$ cat src/rtl/safi_pkg.sv
// Package for the sprite animation frame index block.
// Holds field widths, fixed-point constants, register indexes and the offset saturation helper.
// No dependencies.
package safi_pkg;

    localparam int FRAC_BITS  = 16;
    localparam int MAX_FRAMES = 4096;

    localparam int FC_W     = 13;
    localparam int RATE_W   = 24;
    localparam int DELAY_W  = 28;
    localparam int STEP_W   = 31;
    localparam int RND_W    = 16;
    localparam int FRAME_W  = 30;
    localparam int START_W  = 32;
    localparam int PAUSE_W  = 16;
    localparam int CSTEP_W  = STEP_W + 1;
    localparam int OFF_W    = 48;
    localparam int LAST_W   = $clog2(MAX_FRAMES) + FRAC_BITS;
    localparam int FPOS_W   = LAST_W + 1;
    localparam int CYC_W    = FPOS_W + 1;
    localparam int PROD_W   = STEP_W + RATE_W;
    localparam int SUM_W    = PROD_W + 2;
    localparam int DIV_W    = PROD_W + 1;
    localparam int DIV_STEPS = DIV_W / 2;
    localparam int CNT_W    = $clog2(DIV_STEPS);

    localparam int CFG_IDX_W  = 3;
    localparam int CFG_DATA_W = 32;

    localparam logic [CFG_IDX_W-1:0] REG_FRAME_COUNT   = 3'd0;
    localparam logic [CFG_IDX_W-1:0] REG_FRAME_RATE    = 3'd1;
    localparam logic [CFG_IDX_W-1:0] REG_DELAY_FRAMES  = 3'd2;
    localparam logic [CFG_IDX_W-1:0] REG_REPEAT_MODE   = 3'd3;
    localparam logic [CFG_IDX_W-1:0] REG_REWIND_MODE   = 3'd4;
    localparam logic [CFG_IDX_W-1:0] REG_START_OFFSET  = 3'd5;
    localparam logic [CFG_IDX_W-1:0] REG_RANDOM_START  = 3'd6;
    localparam logic [CFG_IDX_W-1:0] REG_START_AT_ZERO = 3'd7;

    typedef logic signed [OFF_W-1:0] offset_t;
    typedef logic signed [SUM_W-1:0] wide_t;

    // Clamp a wide signed value to the signed offset range.
    function automatic offset_t sat_off(input wide_t v);
        offset_t r;
        if (v[SUM_W-1:OFF_W-1] == '0 || v[SUM_W-1:OFF_W-1] == '1)
        begin
            r = v[OFF_W-1:0];
        end
        else if (v[SUM_W-1])
        begin
            r = {1'b1, {(OFF_W-1){1'b0}}};
        end
        else
        begin
            r = {1'b0, {(OFF_W-1){1'b1}}};
        end
        return r;
    endfunction

endpackage

$ cat src/rtl/safi_if.sv
// Valid/ready channel interfaces for the sprite animation frame index block.
// Depends on safi_pkg for the payload widths.
interface safi_req_if import safi_pkg::*; ();
    logic               valid;
    logic               ready;
    logic               kind;
    logic [STEP_W-1:0]  step;
    logic [RND_W-1:0]   random_fraction;
    logic               sprite_loaded;

    modport source (output valid, kind, step, random_fraction, sprite_loaded, input ready);
    modport sink   (input valid, kind, step, random_fraction, sprite_loaded, output ready);
endinterface

interface safi_rsp_if import safi_pkg::*; ();
    logic               valid;
    logic               ready;
    logic [FRAME_W-1:0] frame;
    logic               updated;

    modport source (output valid, frame, updated, input ready);
    modport sink   (input valid, frame, updated, output ready);
endinterface

$ cat src/rtl/sprite_animation_frame_index_top.sv
// Sprite animation frame index: turns a time step into a fractional frame index.
// Pause and ignored requests go straight to the result; queries pass setup, the multiplies and
// the sum, and with repeat mode the 2-bit-per-cycle modulo, before the result is registered.
// One request at a time; the next request is taken the cycle after the result is registered.
// rst_n asynchronously loads the reset values of the control and config registers only.
// Depends on safi_pkg and safi_if.
module sprite_animation_frame_index_top
    import safi_pkg::*;
(
    input  logic                  clk,
    input  logic                  rst_n,
    input  logic                  cfg_wr_en,
    input  logic [CFG_IDX_W-1:0]  cfg_index,
    input  logic [CFG_DATA_W-1:0] cfg_data,
    safi_req_if.sink              req,
    safi_rsp_if.source            rsp
);

    localparam logic [3:0] S_IDLE  = 4'd0;
    localparam logic [3:0] S_SETUP = 4'd1;
    localparam logic [3:0] S_RMUL  = 4'd2;
    localparam logic [3:0] S_RADD  = 4'd3;
    localparam logic [3:0] S_PMUL  = 4'd4;
    localparam logic [3:0] S_ZADJ  = 4'd5;
    localparam logic [3:0] S_SUM   = 4'd6;
    localparam logic [3:0] S_DIV   = 4'd7;
    localparam logic [3:0] S_POST  = 4'd8;
    localparam logic [3:0] S_RES   = 4'd9;

    logic [3:0]          state_reg, state_next;
    logic [FC_W-1:0]     frame_count_reg, frame_count_next;
    logic [RATE_W-1:0]   frame_rate_reg, frame_rate_next;
    logic [DELAY_W-1:0]  delay_frames_reg, delay_frames_next;
    logic                repeat_mode_reg, repeat_mode_next;
    logic                rewind_mode_reg, rewind_mode_next;
    offset_t             offset_now_reg, offset_now_next;
    logic                random_pending_reg, random_pending_next;
    logic                zero_pending_reg, zero_pending_next;
    logic                zero_act_reg, zero_act_next;
    logic [CSTEP_W-1:0]  cached_step_reg, cached_step_next;
    logic [FRAME_W-1:0]  cached_frame_reg, cached_frame_next;
    logic [PAUSE_W-1:0]  pause_count_reg, pause_count_next;
    logic                out_valid_reg, out_valid_next;

    logic [STEP_W-1:0]   s_reg, s_next;
    logic [RND_W-1:0]    rnd_reg, rnd_next;
    logic [LAST_W-1:0]   last_reg, last_next;
    logic [FPOS_W-1:0]   fpos_reg, fpos_next;
    logic [CYC_W-1:0]    cycle_reg, cycle_next;
    logic [PROD_W-1:0]   prod_reg, prod_next;
    logic [DIV_W-1:0]    f_reg, f_next;
    logic [CYC_W-1:0]    rem_reg, rem_next;
    logic [CNT_W-1:0]    cnt_reg, cnt_next;
    logic [FRAME_W-1:0]  res_frame_reg, res_frame_next;
    logic                res_upd_reg, res_upd_next;
    logic [FRAME_W-1:0]  out_frame_reg, out_frame_next;
    logic                out_upd_reg, out_upd_next;

    logic [STEP_W-1:0]   mul_a;
    logic [RATE_W-1:0]   mul_b;
    logic [PROD_W-1:0]   mul_p;

    logic                req_fire;
    logic [CSTEP_W-1:0]  s_full;
    logic                ignore;
    logic [FC_W-1:0]     frames;
    logic [LAST_W-1:0]   last_c;
    logic [FPOS_W-1:0]   fpos_c;
    wide_t               wide_sum;
    logic [CYC_W:0]      r1;
    logic [CYC_W:0]      r2;
    logic [CYC_W-1:0]    rem1;
    logic [CYC_W-1:0]    rem2;
    wide_t               refl;
    logic [DIV_W-1:0]    fv;

    assign req.ready   = (state_reg == S_IDLE);
    assign req_fire    = req.valid && req.ready;
    assign rsp.valid   = out_valid_reg;
    assign rsp.frame   = out_frame_reg;
    assign rsp.updated = out_upd_reg;

    assign mul_a = (state_reg == S_RMUL) ? STEP_W'(cycle_reg) : s_reg;
    assign mul_b = (state_reg == S_RMUL) ? RATE_W'(rnd_reg) : frame_rate_reg;
    assign mul_p = PROD_W'(mul_a) * PROD_W'(mul_b);

    assign s_full = CSTEP_W'(req.step) - CSTEP_W'(pause_count_reg);
    assign ignore = s_full[CSTEP_W-1] || (s_full == cached_step_reg) || !req.sprite_loaded;
    assign frames = (frame_count_reg > FC_W'(MAX_FRAMES)) ? FC_W'(MAX_FRAMES) : frame_count_reg;
    assign last_c = {LAST_W'(frames - FC_W'(1))} << FRAC_BITS;
    assign fpos_c = FPOS_W'(frames) << FRAC_BITS;

    always_comb
    begin
        state_next          = state_reg;
        frame_count_next    = frame_count_reg;
        frame_rate_next     = frame_rate_reg;
        delay_frames_next   = delay_frames_reg;
        repeat_mode_next    = repeat_mode_reg;
        rewind_mode_next    = rewind_mode_reg;
        offset_now_next     = offset_now_reg;
        random_pending_next = random_pending_reg;
        zero_pending_next   = zero_pending_reg;
        zero_act_next       = zero_act_reg;
        cached_step_next    = cached_step_reg;
        cached_frame_next   = cached_frame_reg;
        pause_count_next    = pause_count_reg;
        out_valid_next      = out_valid_reg;
        s_next              = s_reg;
        rnd_next            = rnd_reg;
        last_next           = last_reg;
        fpos_next           = fpos_reg;
        cycle_next          = cycle_reg;
        prod_next           = prod_reg;
        f_next              = f_reg;
        rem_next            = rem_reg;
        cnt_next            = cnt_reg;
        res_frame_next      = res_frame_reg;
        res_upd_next        = res_upd_reg;
        out_frame_next      = out_frame_reg;
        out_upd_next        = out_upd_reg;
        wide_sum            = '0;
        r1                  = '0;
        r2                  = '0;
        rem1                = '0;
        rem2                = '0;
        refl                = '0;
        fv                  = f_reg;

        if (rsp.ready)
        begin
            out_valid_next = 1'b0;
        end

        unique case (state_reg)
            S_IDLE:
            begin
                if (req_fire)
                begin
                    res_frame_next = cached_frame_reg;
                    res_upd_next   = 1'b0;
                    s_next         = s_full[STEP_W-1:0];
                    rnd_next       = req.random_fraction;
                    if (req.kind)
                    begin
                        if (pause_count_reg != '1)
                        begin
                            pause_count_next = pause_count_reg + PAUSE_W'(1);
                        end
                        state_next = S_RES;
                    end
                    else if (ignore)
                    begin
                        state_next = S_RES;
                    end
                    else
                    begin
                        cached_step_next = s_full;
                        state_next       = S_SETUP;
                    end
                end
            end
            S_SETUP:
            begin
                if (frames <= FC_W'(1))
                begin
                    cached_frame_next = '0;
                    res_frame_next    = '0;
                    res_upd_next      = 1'b1;
                    state_next        = S_RES;
                end
                else
                begin
                    last_next  = last_c;
                    fpos_next  = fpos_c;
                    cycle_next = rewind_mode_reg
                        ? CYC_W'({last_c, 1'b0}) + CYC_W'(delay_frames_reg)
                        : CYC_W'(fpos_c) + CYC_W'(delay_frames_reg);
                    zero_act_next = !random_pending_reg && zero_pending_reg;
                    state_next    = random_pending_reg ? S_RMUL : S_PMUL;
                end
            end
            S_RMUL:
            begin
                prod_next           = mul_p;
                random_pending_next = 1'b0;
                state_next          = S_RADD;
            end
            S_RADD:
            begin
                wide_sum = SUM_W'(offset_now_reg)
                    + $signed(SUM_W'(prod_next[CYC_W+FRAC_BITS-1:FRAC_BITS]));
                offset_now_next = sat_off(wide_sum);
                state_next      = S_PMUL;
            end
            S_PMUL:
            begin
                prod_next  = mul_p;
                state_next = zero_act_reg ? S_ZADJ : S_SUM;
            end
            S_ZADJ:
            begin
                wide_sum          = SUM_W'(offset_now_reg) - $signed(SUM_W'(prod_reg));
                offset_now_next   = sat_off(wide_sum);
                zero_pending_next = 1'b0;
                state_next        = S_SUM;
            end
            S_SUM:
            begin
                wide_sum = $signed(SUM_W'(prod_reg)) + SUM_W'(offset_now_reg);
                f_next   = wide_sum[SUM_W-1] ? '0 : wide_sum[DIV_W-1:0];
                rem_next = '0;
                cnt_next = CNT_W'(DIV_STEPS - 1);
                state_next = repeat_mode_reg ? S_DIV : S_POST;
            end
            S_DIV:
            begin
                r1 = {rem_reg, f_reg[DIV_W-1]};
                if (r1 >= {1'b0, cycle_reg})
                begin
                    r1 = r1 - {1'b0, cycle_reg};
                end
                rem1 = r1[CYC_W-1:0];
                r2 = {rem1, f_reg[DIV_W-2]};
                if (r2 >= {1'b0, cycle_reg})
                begin
                    r2 = r2 - {1'b0, cycle_reg};
                end
                rem2     = r2[CYC_W-1:0];
                rem_next = rem2;
                cnt_next = cnt_reg - CNT_W'(1);
                if (cnt_reg == '0)
                begin
                    f_next     = DIV_W'(rem2);
                    state_next = S_POST;
                end
                else
                begin
                    f_next = {f_reg[DIV_W-3:0], 2'b00};
                end
            end
            S_POST:
            begin
                fv = f_reg;
                if (!rewind_mode_reg)
                begin
                    if (!repeat_mode_reg)
                    begin
                        if (fv > DIV_W'(last_reg))
                        begin
                            fv = DIV_W'(last_reg);
                        end
                    end
                    else if (fv >= DIV_W'(fpos_reg))
                    begin
                        fv = '0;
                    end
                end
                else if (fv >= DIV_W'(last_reg))
                begin
                    refl = $signed(SUM_W'({last_reg, 1'b0})) - $signed(SUM_W'(fv));
                    fv   = refl[SUM_W-1] ? '0 : refl[DIV_W-1:0];
                end
                if (fv[DIV_W-1:FRAME_W] != '0)
                begin
                    fv = DIV_W'({FRAME_W{1'b1}});
                end
                cached_frame_next = fv[FRAME_W-1:0];
                res_frame_next    = fv[FRAME_W-1:0];
                res_upd_next      = 1'b1;
                state_next        = S_RES;
            end
            S_RES:
            begin
                if (!out_valid_reg || rsp.ready)
                begin
                    out_valid_next = 1'b1;
                    out_frame_next = res_frame_reg;
                    out_upd_next   = res_upd_reg;
                    state_next     = S_IDLE;
                end
            end
            default:
            begin
                state_next = S_IDLE;
            end
        endcase

        if (cfg_wr_en)
        begin
            unique case (cfg_index)
                REG_FRAME_COUNT:   frame_count_next    = cfg_data[FC_W-1:0];
                REG_FRAME_RATE:    frame_rate_next     = cfg_data[RATE_W-1:0];
                REG_DELAY_FRAMES:  delay_frames_next   = cfg_data[DELAY_W-1:0];
                REG_REPEAT_MODE:   repeat_mode_next    = cfg_data[0];
                REG_REWIND_MODE:   rewind_mode_next    = cfg_data[0];
                REG_START_OFFSET:  offset_now_next     = OFF_W'($signed(cfg_data[START_W-1:0]));
                REG_RANDOM_START:  random_pending_next = cfg_data[0];
                REG_START_AT_ZERO: zero_pending_next   = cfg_data[0];
                default:           frame_count_next    = frame_count_reg;
            endcase
        end
    end

    always_ff @(posedge clk or negedge rst_n)
    begin
        if (!rst_n)
        begin
            state_reg          <= S_IDLE;
            frame_count_reg    <= FC_W'(1);
            frame_rate_reg     <= '0;
            delay_frames_reg   <= '0;
            repeat_mode_reg    <= 1'b1;
            rewind_mode_reg    <= 1'b0;
            offset_now_reg     <= '0;
            random_pending_reg <= 1'b1;
            zero_pending_reg   <= 1'b0;
            zero_act_reg       <= 1'b0;
            cached_step_reg    <= '1;
            cached_frame_reg   <= '0;
            pause_count_reg    <= '0;
            out_valid_reg      <= 1'b0;
        end
        else
        begin
            state_reg          <= state_next;
            frame_count_reg    <= frame_count_next;
            frame_rate_reg     <= frame_rate_next;
            delay_frames_reg   <= delay_frames_next;
            repeat_mode_reg    <= repeat_mode_next;
            rewind_mode_reg    <= rewind_mode_next;
            offset_now_reg     <= offset_now_next;
            random_pending_reg <= random_pending_next;
            zero_pending_reg   <= zero_pending_next;
            zero_act_reg       <= zero_act_next;
            cached_step_reg    <= cached_step_next;
            cached_frame_reg   <= cached_frame_next;
            pause_count_reg    <= pause_count_next;
            out_valid_reg      <= out_valid_next;
        end
    end

    always_ff @(posedge clk)
    begin
        s_reg         <= s_next;
        rnd_reg       <= rnd_next;
        last_reg      <= last_next;
        fpos_reg      <= fpos_next;
        cycle_reg     <= cycle_next;
        prod_reg      <= prod_next;
        f_reg         <= f_next;
        rem_reg       <= rem_next;
        cnt_reg       <= cnt_next;
        res_frame_reg <= res_frame_next;
        res_upd_reg   <= res_upd_next;
        out_frame_reg <= out_frame_next;
        out_upd_reg   <= out_upd_next;
    end

    // The running remainder of the modulo always stays below the cycle length.
    a_rem_below_cycle: assert property (@(posedge clk) disable iff (!rst_n)
        state_reg == S_DIV |-> rem_reg < cycle_reg)
        else $error("modulo remainder not below cycle length");

    // A pause transaction never lowers the pause count.
    a_pause_monotonic: assert property (@(posedge clk) disable iff (!rst_n)
        (req_fire && req.kind) |=> pause_count_reg >= $past(pause_count_reg))
        else $error("pause count decreased");

    // A finished result with a free output slot is presented in the next cycle.
    a_result_issued: assert property (@(posedge clk) disable iff (!rst_n)
        (state_reg == S_RES && (!out_valid_reg || rsp.ready))
        |=> (state_reg == S_IDLE && out_valid_reg))
        else $error("finished result not presented");

endmodule

$ cat src/flat_wrapper.sv
// flat-port wrapper written by rule: the top's interface ports become plain ports
module sprite_animation_frame_index_top_flat import safi_pkg::*;
  (clk, rst_n, cfg_wr_en, cfg_index, cfg_data, req_valid, req_kind, req_step, req_random_fraction, req_sprite_loaded, req_ready, rsp_valid, rsp_frame, rsp_updated, rsp_ready);
  safi_req_if req_i ();
  safi_rsp_if rsp_i ();
  input  logic clk;
  input  logic rst_n;
  input  logic cfg_wr_en;
  input  logic [CFG_IDX_W-1:0] cfg_index;
  input  logic [CFG_DATA_W-1:0] cfg_data;
  input wire logic [$bits(req_i.valid)-1:0] req_valid;
  input wire logic [$bits(req_i.kind)-1:0] req_kind;
  input wire logic [$bits(req_i.step)-1:0] req_step;
  input wire logic [$bits(req_i.random_fraction)-1:0] req_random_fraction;
  input wire logic [$bits(req_i.sprite_loaded)-1:0] req_sprite_loaded;
  output wire logic [$bits(req_i.ready)-1:0] req_ready;
  output wire logic [$bits(rsp_i.valid)-1:0] rsp_valid;
  output wire logic [$bits(rsp_i.frame)-1:0] rsp_frame;
  output wire logic [$bits(rsp_i.updated)-1:0] rsp_updated;
  input wire logic [$bits(rsp_i.ready)-1:0] rsp_ready;
  assign req_i.valid = req_valid;
  assign req_i.kind = req_kind;
  assign req_i.step = req_step;
  assign req_i.random_fraction = req_random_fraction;
  assign req_i.sprite_loaded = req_sprite_loaded;
  assign req_ready = req_i.ready;
  assign rsp_valid = rsp_i.valid;
  assign rsp_frame = rsp_i.frame;
  assign rsp_updated = rsp_i.updated;
  assign rsp_i.ready = rsp_ready;
  sprite_animation_frame_index_top u_core (.clk(clk), .rst_n(rst_n), .cfg_wr_en(cfg_wr_en), .cfg_index(cfg_index), .cfg_data(cfg_data), .req(req_i), .rsp(rsp_i));
endmodule
$ cat config.mk
export PLATFORM = sky130hd
export DESIGN_NAME = sprite_animation_frame_index_top_flat
export DESIGN_NICKNAME = d
export VERILOG_FILES = /design/src/rtl/safi_pkg.sv /design/src/rtl/safi_if.sv /design/src/rtl/sprite_animation_frame_index_top.sv /design/src/flat_wrapper.sv
export SDC_FILE = /design/constraint.sdc
export NUM_CORES = 2
export LEC_CHECK = 0
export ABC_CLOCK_PERIOD_IN_PS = 19160
export BUFFER_PORTS_ARGS = -buffer_cell sky130_fd_sc_hd__buf_2
export CORE_UTILIZATION = 45
export CTS_BUF_LIST = sky130_fd_sc_hd__clkbuf_8
export DETAILED_ROUTE_END_ITERATION = 16
export PLACE_DENSITY_LB_ADDON = 0.2
export SETUP_SLACK_MARGIN = 0.2
export SKIP_CTS_REPAIR_TIMING = 1
export SLEW_MARGIN = 20
export SYNTH_ARGS = -nofsm -noshare
export SYNTH_HDL_FRONTEND = slang
export SYNTH_SLANG_ARGS = --single-unit
$ cat constraint.sdc
create_clock -name clk -period 19.16 [get_ports clk]
set_input_delay 1.916 -clock clk [delete_from_list [all_inputs] [get_ports clk]]
set_output_delay 1.916 -clock clk [all_outputs]
set_load 0.03 [all_outputs]
==> results_dict.tcl <==
set metrics [dict create \
    die_y_um 372.3 \
    worst_pin_slew_ns 1.110 \
    crit_slowest_cell "mux2_2" \
    cts_buffers 94 \
    cpMostUsedCell "fa_1" \
    grt_pass1_vias 50856 \
    synth_top_flop_cell "edfxtp_1" \
    hp-class "reg -> reg" \
    post_drt_wl_per_cell_um 23.96 \
    hold_violations 0 \
    cts.sinks 511 \
    final_common_cell "inv_1" \
    critPathArrivalTime_ns 11.87 \
    place_congestion 0.9654 \
    finalSetupViolations 0 \
    fin_tns_setup_ns 0 \
    dieWidth_um 372.3 \
    largest_register_ffs 56 \
    io_pins 122 \
    syn_inst 6908 \
    overflow 0 \
    grt_pass1_wl_mm 316.0 \
    clk_pin_slew_ns 0.06 \
    seq_area_frac_synth_pct 23.32 \
    yosysUniqueCellTypes 88 \
    status "completed" \
    avgSynthCellArea_um2 8.930 \
    end_kind "flop" \
    period_needed_ns 11.34 \
    cts_tree "done" \
    port_buffers 121 \
    cts_buffer_depth 3 \
    wirelength_mm 209.6 \
    initial_utilization_pct 45.42 \
    avgViaCountPerCell 5.840 \
    grtUsageTotal_pct 30.33 \
    rows 135 \
    grt_start_max_net_pins 75 \
    slew_headroom_pct 24.08 \
    post-route-drc-count 0 \
    vias 51104 \
    root_buffer "clkbuf_8" \
    crit_path_max_incr_delay_ns 0.90 \
    nets 8083 \
    yosys_warnings 0 \
    die-area_um2 138600 \
    syn_area_um2 61690 \
    cap_violations 0 \
    drive_gt1_share_pct 8.326 \
    start_kind "flop" \
    yosys_register_bits 511 \
    syn2layout_area_growth_pct 7.060 \
    synth_edf_count 310 \
    drtAntennaViolNets 0 \
    async_reset_ff_share_pct 39.33 \
    drt_iter0_drc 4776 \
    clock_latency_ns 0.82 \
    final_cell_mix "1017 x inv_1, 679 x nand2_1, 644 x fa_1, 614 x nor2_1, 464 x ha_1" \
    fmax_mhz 88.22 \
    dp_hpwl_mm 169.8 \
    antenna_found_initial 11 \
    crit_type "reg -> reg" \
    drt_pass1_iterations 6 \
    finalCritPeriodShare_pct 59.16 \
    rsz0062_at_grt "false" \
    cts_htree_levels 3 \
    syn-num-nets 8105 \
    slew_viol_final 0 \
    crit_fanout 60 \
    critical_path_required_ns 19.69 \
    skew_ns 0.05908 \
    core_um2 135800 \
]
[logic make-up after synthesis]
group	after synthesis	synth area share (%)
mux	163	2.907
flops	511	23.32
simple gates	1982	14.73
xor+xnor	344	4.998
buf+inv	1318	8.032
compound gates	1482	15.71
fa+ha+maj	1108	30.31
[cell usage after synthesis, drive strengths merged, types with 48 or more instances]
master	number	area (um^2)
dfrtp	166	4154
a21o	207	1554
a211oi	56	425.4
o21ai	306	1531
fa	644	12890
mux2	129	1453
edfxtp	310	9309
o21bai	49	367.9
and2	59	369.1
nor3	90	455.4
nand4	48	300.3
xor2	94	823.3
nand3	86	430.4
inv	989	3712
o21a	62	465.5
xnor2	245	2146
nor2	617	2316
ha	464	5806
a21oi	408	2046
nand2b	49	306.5
nand2	679	2549
and3	145	907.1
clkbuf	304	1141
[per-stage QoR]
step	area (um^2)	hold WS, ns	worst slack [ns]	cells	util, %
final	66040	0.4184	7.824	8750	48.63
after global routing	66040	0.4249	7.292	8748	48.63
after CTS	66040	0.4203	7.953	8747	48.63
after detailed placement	64120	0.4066	7.967	8571	47.22
after global placement	64120	0.4018	8.124	8571	47.22
after floorplan	61690	0.4003	10.04	6908	-
[worst max-delay path, delay by kind of cell (launching register included)]
kind            cells  cell delay, ns
compound gates      6            2.20
xor+xnor            1            0.12
fa+ha+maj           8            3.93
buf+inv             7            1.21
flops               1            0.63
mux                 1            0.90
simple gates        7            1.88
[path summary, 6_finish.rpt]
path                                          start  depth (start not counted)  slack, ns                  endpoint
max                             u_core.state_reg[0]                         30       7.82       u_core.prod_reg[54]
min                        u_core.res_frame_reg[14]                          0       0.42      u_core.rsp.frame[14]
max reg2reg                     u_core.state_reg[0]                         30       7.82       u_core.prod_reg[54]
min reg2reg                u_core.res_frame_reg[14]                          0       0.42      u_core.rsp.frame[14]
max in group asynchronous                     rst_n                          2      16.57  u_core.frame_rate_reg[8]
min in group asynchronous                     rst_n                          1       1.11  u_core.offset_now_reg[8]
[routing by layer]
metal	up-vias	GRT usage [%]	share of wire (%)
li1	23268	-	-
met3	439	5.193	7.3
met2	2036	49.44	46
met4	4	12.09	4.5
met5	-	0	0.013
met1	25357	39.92	42
[final cells by class]
class / instances / area (um^2)
Antenna cell: 3 / 7.507
Clock buffer: 103 / 1418
Clock inverter: 73 / 496.7
Fill cell: 13160 / 69760
Inverter: 990 / 3716
Multi-Input combinational cell: 5079 / 42510
Sequential cell: 511 / 14380
Tap cell: 1781 / 2228
Timing Repair Buffer: 210 / 1284
Power is not shown: default switching activity piles up to over one toggle a cycle in this logic, so the estimate is an artifact.
